<file path="config.mk">
export PLATFORM = sky130hd
export DESIGN_NAME = positional_array_list_engine
export DESIGN_NICKNAME = d
export VERILOG_FILES = /design/src/hw/rtl/pale_pkg.sv /design/src/hw/rtl/pale_ram.sv /design/src/hw/rtl/pale_controller.sv /design/src/hw/rtl/pale_datapath.sv /design/src/hw/rtl/positional_array_list_engine.sv
export SDC_FILE = /design/constraint.sdc
export NUM_CORES = 2
export LEC_CHECK = 0
export BUFFER_PORTS_ARGS = -buffer_cell sky130_fd_sc_hd__buf_2
export CAP_MARGIN = 20
export CORE_ASPECT_RATIO = 0.8
export CORE_UTILIZATION = 40
export DETAILED_ROUTE_END_ITERATION = 10
export GPL_TIMING_DRIVEN = 0
export PLACE_DENSITY = 0.66
export REMOVE_ABC_BUFFERS = 1
export SYNTH_ARGS = -nofsm -noshare
export SYNTH_HDL_FRONTEND = slang
export SYNTH_SLANG_ARGS = --single-unit
</file>
<file path="constraint.sdc">
create_clock -name clk -period 11.8 [get_ports clk]
set_input_delay 0.59 -clock clk [delete_from_list [all_inputs] [get_ports clk]]
set_output_delay 0.59 -clock clk [all_outputs]
set_load 0.05 [all_outputs]
</file>
<file path="src/hw/rtl/pale_pkg.sv">
// shared constants and types for the positional array list engine
package pale_pkg;

	localparam int PALE_CAPACITY = 128;

	localparam logic [1:0] OP_INSERT = 2'd0;
	localparam logic [1:0] OP_DELETE = 2'd1;
	localparam logic [1:0] OP_SEARCH = 2'd2;

	localparam logic [1:0] ST_OK    = 2'd0;
	localparam logic [1:0] ST_FULL  = 2'd1;
	localparam logic [1:0] ST_RANGE = 2'd2;

	typedef enum logic [4:0] {
		S_IDLE  = 5'b00001,
		S_EXEC  = 5'b00010,
		S_SCAN  = 5'b00100,
		S_FINAL = 5'b01000,
		S_DONE  = 5'b10000
	} state_t;

	typedef struct packed {
		logic capture;
		logic start;
		logic scan;
		logic commit;
		logic load_out;
	} pale_cmd_t;

	typedef struct packed {
		logic go_scan;
		logic scan_done;
		logic out_free;
	} pale_sts_t;

endpackage

</file>
<file path="src/hw/rtl/pale_ram.sv">
// generic simple dual-port ram with registered read
module pale_ram #(
	parameter int WIDTH = 32,
	parameter int DEPTH = 128
) (
	input  logic                     clk,
	input  logic                     wr_en,
	input  logic [$clog2(DEPTH)-1:0] wr_addr,
	input  logic [WIDTH-1:0]         wr_data,
	input  logic                     rd_en,
	input  logic [$clog2(DEPTH)-1:0] rd_addr,
	output logic [WIDTH-1:0]         rd_data
);

	logic [WIDTH-1:0] mem_q [DEPTH];
	logic [WIDTH-1:0] rd_data_q;

	always_ff @(posedge clk) begin
		if (wr_en) begin
			mem_q[wr_addr] <= wr_data;
		end
		if (rd_en) begin
			rd_data_q <= mem_q[rd_addr];
		end
	end

	assign rd_data = rd_data_q;

endmodule

</file>
<file path="src/hw/rtl/pale_controller.sv">
// control state machine sequencing one operation at a time
module pale_controller import pale_pkg::*; (
	input  logic      clk,
	input  logic      arst_n,
	input  logic      in_valid,
	output logic      in_ready,
	input  pale_sts_t sts,
	output pale_cmd_t cmd
);

	state_t state_q, state_d;

	always_ff @(posedge clk or negedge arst_n) begin
		if (!arst_n) begin
			state_q <= S_IDLE;
		end else begin
			state_q <= state_d;
		end
	end

	always_comb begin
		state_d  = state_q;
		cmd      = '0;
		in_ready = 1'b0;
		case (state_q)
			S_IDLE: begin
				in_ready = 1'b1;
				if (in_valid) begin
					cmd.capture = 1'b1;
					state_d     = S_EXEC;
				end
			end
			S_EXEC: begin
				cmd.start = 1'b1;
				state_d   = sts.go_scan ? S_SCAN : S_DONE;
			end
			S_SCAN: begin
				cmd.scan = 1'b1;
				if (sts.scan_done) begin
					state_d = S_FINAL;
				end
			end
			S_FINAL: begin
				cmd.commit = 1'b1;
				state_d    = S_DONE;
			end
			S_DONE: begin
				if (sts.out_free) begin
					cmd.load_out = 1'b1;
					state_d      = S_IDLE;
				end
			end
			default: begin
				state_d = S_IDLE;
			end
		endcase
	end

endmodule

</file>
<file path="src/hw/rtl/pale_datapath.sv">
// list storage, count, shift and search sequencing, result register
module pale_datapath import pale_pkg::*; #(
	parameter int CAPACITY = PALE_CAPACITY
) (
	input  logic               clk,
	input  logic               arst_n,
	input  pale_cmd_t          cmd,
	output pale_sts_t          sts,
	input  logic [1:0]         opcode,
	input  logic [7:0]         position,
	input  logic signed [31:0] value,
	input  logic               out_ready,
	output logic               out_valid,
	output logic [1:0]         status,
	output logic               found,
	output logic [7:0]         match_position,
	output logic [7:0]         entry_count
);

	localparam int CW = $clog2(CAPACITY + 1);
	localparam int AW = $clog2(CAPACITY);
	localparam int XW = ((CW > 8) ? CW : 8) + 1;

	logic [1:0]    op_q;
	logic [7:0]    pos_q;
	logic [31:0]   val_q;
	logic [CW-1:0] count_q;
	logic          ok_q;
	logic [1:0]    res_status_q;
	logic          res_found_q;
	logic [7:0]    res_mpos_q;
	logic [CW-1:0] rem_q;
	logic [AW-1:0] rd_addr_q;
	logic          pend_s1;
	logic [AW-1:0] addr_s1;
	logic          out_valid_q;
	logic [1:0]    out_status_q;
	logic          out_found_q;
	logic [7:0]    out_mpos_q;
	logic [7:0]    out_count_q;

	logic [XW-1:0] pos_x, cnt_x, addr_x, moves_x, start_x;
	logic [1:0]    chk_status;
	logic          chk_ok;
	logic          issue;
	logic          wr_en;
	logic [AW-1:0] wr_addr;
	logic [31:0]   wr_data;
	logic [31:0]   rd_data;
	logic          hit;

	assign pos_x  = XW'(pos_q);
	assign cnt_x  = XW'(count_q);
	assign addr_x = XW'(addr_s1);

	// range and capacity checks, shift length and first address
	always_comb begin
		chk_status = ST_OK;
		chk_ok     = 1'b0;
		moves_x    = '0;
		start_x    = '0;
		case (op_q)
			OP_INSERT: begin
				moves_x = cnt_x - pos_x + XW'(1);
				start_x = cnt_x - XW'(1);
				if (cnt_x == XW'(CAPACITY)) begin
					chk_status = ST_FULL;
				end else if (pos_x == '0 || pos_x > cnt_x + XW'(1)) begin
					chk_status = ST_RANGE;
				end else begin
					chk_ok = 1'b1;
				end
			end
			OP_DELETE: begin
				moves_x = cnt_x - pos_x;
				start_x = pos_x;
				if (pos_x == '0 || pos_x > cnt_x) begin
					chk_status = ST_RANGE;
				end else begin
					chk_ok = 1'b1;
				end
			end
			OP_SEARCH: begin
				moves_x = cnt_x;
				chk_ok  = 1'b1;
			end
			default: begin
				chk_ok = 1'b0;
			end
		endcase
	end

	assign issue = cmd.scan && (rem_q != '0) && !res_found_q;
	assign hit   = pend_s1 && (op_q == OP_SEARCH) && !res_found_q && (rd_data == val_q);

	// shift writes during the scan, new value written on commit
	always_comb begin
		wr_en   = 1'b0;
		wr_addr = addr_s1;
		wr_data = rd_data;
		if (pend_s1 && op_q == OP_INSERT) begin
			wr_en   = 1'b1;
			wr_addr = AW'(addr_x + XW'(1));
		end else if (pend_s1 && op_q == OP_DELETE) begin
			wr_en   = 1'b1;
			wr_addr = AW'(addr_x - XW'(1));
		end else if (cmd.commit && ok_q && op_q == OP_INSERT) begin
			wr_en   = 1'b1;
			wr_addr = AW'(pos_x - XW'(1));
			wr_data = val_q;
		end
	end

	pale_ram #(
		.WIDTH (32),
		.DEPTH (CAPACITY)
	) u_entries (
		.clk     (clk),
		.wr_en   (wr_en),
		.wr_addr (wr_addr),
		.wr_data (wr_data),
		.rd_en   (issue),
		.rd_addr (rd_addr_q),
		.rd_data (rd_data)
	);

	always_ff @(posedge clk) begin
		if (cmd.capture) begin
			op_q  <= opcode;
			pos_q <= position;
			val_q <= value;
		end
		addr_s1 <= rd_addr_q;
		if (cmd.start) begin
			rd_addr_q    <= AW'(start_x);
			res_status_q <= chk_status;
			res_mpos_q   <= '0;
		end else if (issue) begin
			rd_addr_q <= (op_q == OP_INSERT) ? rd_addr_q - AW'(1) : rd_addr_q + AW'(1);
		end
		if (hit) begin
			res_mpos_q <= 8'(addr_x + XW'(1));
		end
		if (cmd.load_out) begin
			out_status_q <= res_status_q;
			out_found_q  <= res_found_q;
			out_mpos_q   <= res_mpos_q;
			out_count_q  <= 8'(cnt_x);
		end
	end

	always_ff @(posedge clk or negedge arst_n) begin
		if (!arst_n) begin
			count_q     <= '0;
			ok_q        <= 1'b0;
			res_found_q <= 1'b0;
			rem_q       <= '0;
			pend_s1     <= 1'b0;
			out_valid_q <= 1'b0;
		end else begin
			pend_s1 <= issue;
			if (cmd.start) begin
				ok_q        <= chk_ok;
				res_found_q <= 1'b0;
				rem_q       <= chk_ok ? CW'(moves_x) : '0;
			end else if (issue) begin
				rem_q <= rem_q - CW'(1);
			end
			if (hit) begin
				res_found_q <= 1'b1;
			end
			if (cmd.commit && ok_q && op_q == OP_INSERT) begin
				count_q <= count_q + CW'(1);
			end else if (cmd.commit && ok_q && op_q == OP_DELETE) begin
				count_q <= count_q - CW'(1);
			end
			if (cmd.load_out) begin
				out_valid_q <= 1'b1;
			end else if (out_ready) begin
				out_valid_q <= 1'b0;
			end
		end
	end

	assign sts.go_scan   = chk_ok;
	assign sts.scan_done = ((rem_q == '0) || res_found_q) && !pend_s1;
	assign sts.out_free  = !out_valid_q || out_ready;

	assign out_valid      = out_valid_q;
	assign status         = out_status_q;
	assign found          = out_found_q;
	assign match_position = out_mpos_q;
	assign entry_count    = out_count_q;

endmodule

</file>
<file path="src/hw/rtl/positional_array_list_engine.sv">
// top level: ordered list with positional insert, delete and linear search
// the scan issues its ram reads one per cycle
// one operation in flight; the next word is accepted the cycle after the result is registered
// reset clears the count and control; list storage is undefined until written
module positional_array_list_engine import pale_pkg::*; #(
	parameter int CAPACITY = PALE_CAPACITY
) (
	input  logic               clk,
	input  logic               arst_n,
	input  logic               in_valid,
	output logic               in_ready,
	input  logic [1:0]         opcode,
	input  logic [7:0]         position,
	input  logic signed [31:0] value,
	output logic               out_valid,
	input  logic               out_ready,
	output logic [1:0]         status,
	output logic               found,
	output logic [7:0]         match_position,
	output logic [7:0]         entry_count
);

	pale_cmd_t cmd;
	pale_sts_t sts;

	pale_controller u_ctrl (
		.clk      (clk),
		.arst_n   (arst_n),
		.in_valid (in_valid),
		.in_ready (in_ready),
		.sts      (sts),
		.cmd      (cmd)
	);

	pale_datapath #(
		.CAPACITY (CAPACITY)
	) u_dp (
		.clk            (clk),
		.arst_n         (arst_n),
		.cmd            (cmd),
		.sts            (sts),
		.opcode         (opcode),
		.position       (position),
		.value          (value),
		.out_ready      (out_ready),
		.out_valid      (out_valid),
		.status         (status),
		.found          (found),
		.match_position (match_position),
		.entry_count    (entry_count)
	);

	a_one_in_flight: assert property (@(posedge clk) disable iff (!arst_n)
		in_valid && in_ready |=> !in_ready)
		else $error("word accepted while an operation is in progress");

	a_found_ok: assert property (@(posedge clk) disable iff (!arst_n)
		out_valid && found |-> status == ST_OK)
		else $error("search hit reported with an error status");

	a_full_count: assert property (@(posedge clk) disable iff (!arst_n)
		out_valid && status == ST_FULL |-> entry_count == CAPACITY[7:0])
		else $error("list full reported with a count below capacity");

endmodule
</file>
==> key figures <==
Status
  • Status: finished, final reports clean

Synth
  • Synthesis warning total: 0
  • Register bit total from synthesis: 4238
  • Syn_area_per_cell: around 24 sq um
  • Register area share after synthesis: roughly 78%
  • Synth top area share: 77.1%
  • Synth Flop Type: edfxtp_1
  • Post-Syn Instances: 6873
  • Post-Synthesis Cell Area: 164000 sq um
  • Synth async-reset ratio: 0.590%
  • EDFF count, synth: between 4000 and 5000
  • Distinct cell type count of the synthesized netlist: 70
  • Area leader, netlist: edfxtp_1
  • Synth area leaders: edfxtp_1 (77%), mux4_2 (17%), mux2i_1 (0.61%)

Clock tree
  • Post-CTS sizing: 0
  • Clock root cell: clkbuf_16
  • TritonCTS Buffers: 388
  • Clk pin slew, worst setup/hold paths: 0.07 ns
  • CTS Buffer Depth: 4
  • # clock sinks: 4238
  • CTS tree: built
  • Clock latency on the worst-skew pair: 0.94 ns
  • H-tree lvl count: 5

STA
  • Final period util: 58.0%
  • Final setup viols: 0
  • Setup WS post-layout: approximately 5.0 ns
  • Post-layout minimum cycle time: 6.84 ns
  • Fmax: 146 MHz
  • RSZ-0062 raised after global routing: no
  • Final hold slack: 0.0527 ns
  • Slew Limit Fails: 0
  • Layout Skew: 0.0878 ns
  • Final Hold Fails: 0
  • Slew @ Worst Pin: 1.40 ns
  • Fin Setup TNS: 0 ns
  • Relative slew slack: about 6.0%

Power and ir drop
  • Leakage: 0.0599 uW
  • Power Density: 181 nW/um^2
  • Peak VDD IR: 0.117 mV

Setup path
  • Worst Reg2Reg Path Length in Cells: 10
  • CP startpoint: u_dp.op_q[0]
  • Crit path cell chain: clkinv_1 > nand2_1 > inv_1 > nand3_1 > a21oi_1 > a21oi_1 > nor3b_2 > nand2_1 > nor2_4 > buf_12
  • CP max stage delay: 1.01 ns
  • Startpoint Class: flop
  • FF-to-FF Start: u_dp.op_q[0]
  • Buf/Inv on CP: 3
  • Crit-path slowest cell: edfxtp_1
  • Setup crit end kind: flop
  • WP depth: 10
  • RR Endpoint: u_dp.u_entries.mem_q[72][12]
  • Setup CP Type: reg -> reg
  • Worst Path Required: 12.37 ns
  • Largest delay share family, worst path: simple AND/OR/NAND/NOR gates
  • Crit path arrival time: 7.40 ns
  • Internal reg-to-reg setup slack: 4.96 ns
  • CP Max Fanout: 26
  • Critical Path End: u_dp.u_entries.mem_q[72][12]

Final layout
  • Fin util: 47.6%
  • Final nets: 7531
  • Register area: 127000 sq um
  • Multi-input gate area: 36100 sq um
  • Most frequent cells in the layout: edfxtp_1 (4206), mux4_2 (1248), clkbuf_16 (395), buf_16 (270), nor2b_1 (134)
  • FILL cells: 31800
  • P&R area growth vs syn: 18.2%
  • Commonest non-fill, non-tap cell in the layout: edfxtp_1
  • Layout cells sized above 1: 32.0%

Global routing
  • Vias in the first global route: between 70000 and 80000
  • Initial antenna violation count: 39
  • Largest net degree at the start of global routing: 81
  • GRT Total Usage: 20.0%
  • Total gr overflow: 0
  • First-pass GRT wire length: 586000 um

Worst hold path
  • Hold path start: position[4]
  • Hold crit path type: in -> reg

Place
  • Hpwl dp: 268000 um
  • Setup WS pre-CTS: 5.37 ns
  • Port Buffers: 66
  • Routability cong.: between 0.9 and 1

Detailed routing
  • DR iter-0 viols: 11700
  • Vias per cell: 5.86
  • Per-cell routed wire length: 31.6 um
  • ANT nets after route: 0
  • Routed WL: between 400000 and 500000 um
  • Via count: 77300
  • DRC: 0
  • First-pass iteration count of the detailed router: 8

Floorplanning
  • DIE AREA: a little over 400000 sq um
  • Cell Rows: 209
  • Die X: just over 700 um
  • Die Y: between 500 and 600 um
  • Starting Density: 40.3%
  • Core Footprint: 406000 sq um
  • I/O pins: 67

Run
  • Max Cap Viol: 0
-- state kept, by name, summed over array words and instances (netlist names), 2 cells and up --
name / flops
u_dp.u_entries.rd_data: 32
u_dp.res_status_q: 2
u_dp.rem_q: 8
u_dp.op_q: 2
u_dp.val_q: 32
u_dp.status: 2
u_dp.match_position: 8
u_dp.pos_q: 8
u_dp.rd_addr_q: 7
u_dp.res_mpos_q: 8
u_dp.count_q: 8
u_dp.addr_s1: 7
u_dp.entry_count: 8
u_ctrl.state_q: 5
u_dp.u_entries.mem_q: 4096
-- through the flow --
step                      cell area [sq um]  cells  total power, uW
after floorplan                      162000   6518            24300
after global routing                 194000  13200            35900
after detailed placement             180000  12400            22600
final                                194000  13200            35000
after CTS                            193000  13100            35100
after global placement               169000  12000            26300
-- cell usage after synthesis, drive strengths merged (6+ instances only) --
master	count
nor2	177
buf	187
nor4	39
ha	36
mux2	37
nand2	74
mux4	1248
dfxtp	7
dfrtp	24
edfxtp	4206
o21bai	7
nor3	18
a22oi	33
o211ai	65
a21o	9
xor2	24
nor2b	136
xnor2	56
nand4	10
nor3b	6
o21ai	24
o21a	6
inv	27
and2	6
mux2i	100
and3	6
nand2b	7
nand3	26
clkbuf	168
a21oi	35
-- report_power, final --
group | leakage [uW] | switching [uW] | internal, uW
logic | 0.0156 | 3060 | 2690
clock network | 0.00611 | 5480 | 7090
registers | 0.0382 | 145 | 16600
total | 0.0599 | 8680 | 26300
-- routing by layer --
metal / up-vias / global-route usage [%] / share of wire (%)
met5: - / 0 / 0.019
met4: 14 / 6.98 / 3.7
met3: 720 / 5.05 / 10
met2: 4077 / 29.9 / 46
met1: 41700 / 28.6 / 40
li1: 30800 / - / -
-- how the worst min path moves through the flow --
stage | cells after the start | endpoint
after CTS | 1 | u_dp.op_q[1]
after global placement | 0 | u_dp.match_position[0]
final | 1 | u_dp.pos_q[4]
after global routing | 1 | u_dp.pos_q[4]
after floorplan | 0 | u_ctrl.state_q[1]
after detailed placement | 0 | u_dp.match_position[0]
-- area by class of cell --
type | instances | area share, %
flip-flops and latches | 4238 | 65.6
multi-input cells | 2251 | 18.7
repair buffers | 538 | 5.64
clock buffers | 471 | 5.28
well taps | 5380 | 3.48
clock inverters | 230 | 1.19
inverters | 29 | 0.0562
diodes | 43 | 0.0556
-- timing repair --
item / CTS / global route
setup buffers: 0 / 0
hold buffers: 37 / 0
hold endpoints to repair: 60 / 0
endpoints found under the setup margin: 0 / 0
-- cells by family after synthesis --
| kind of cell | count (synthesis) | share of synthesized area, % |
|---|---|---|
| AOI/OAI and AO/OA | 223 | 0.954 |
| xor gates and xnor gates | 80 | 0.428 |
| muxes | 1385 | 18.0 |
| buffers and inverters | 384 | 1.04 |
| and+or+nand+nor | 524 | 1.62 |
| adders and majority gates | 39 | 0.312 |
| DFF | 4238 | 77.6 |
Note: power is estimated with default switching activity, not from simulation.
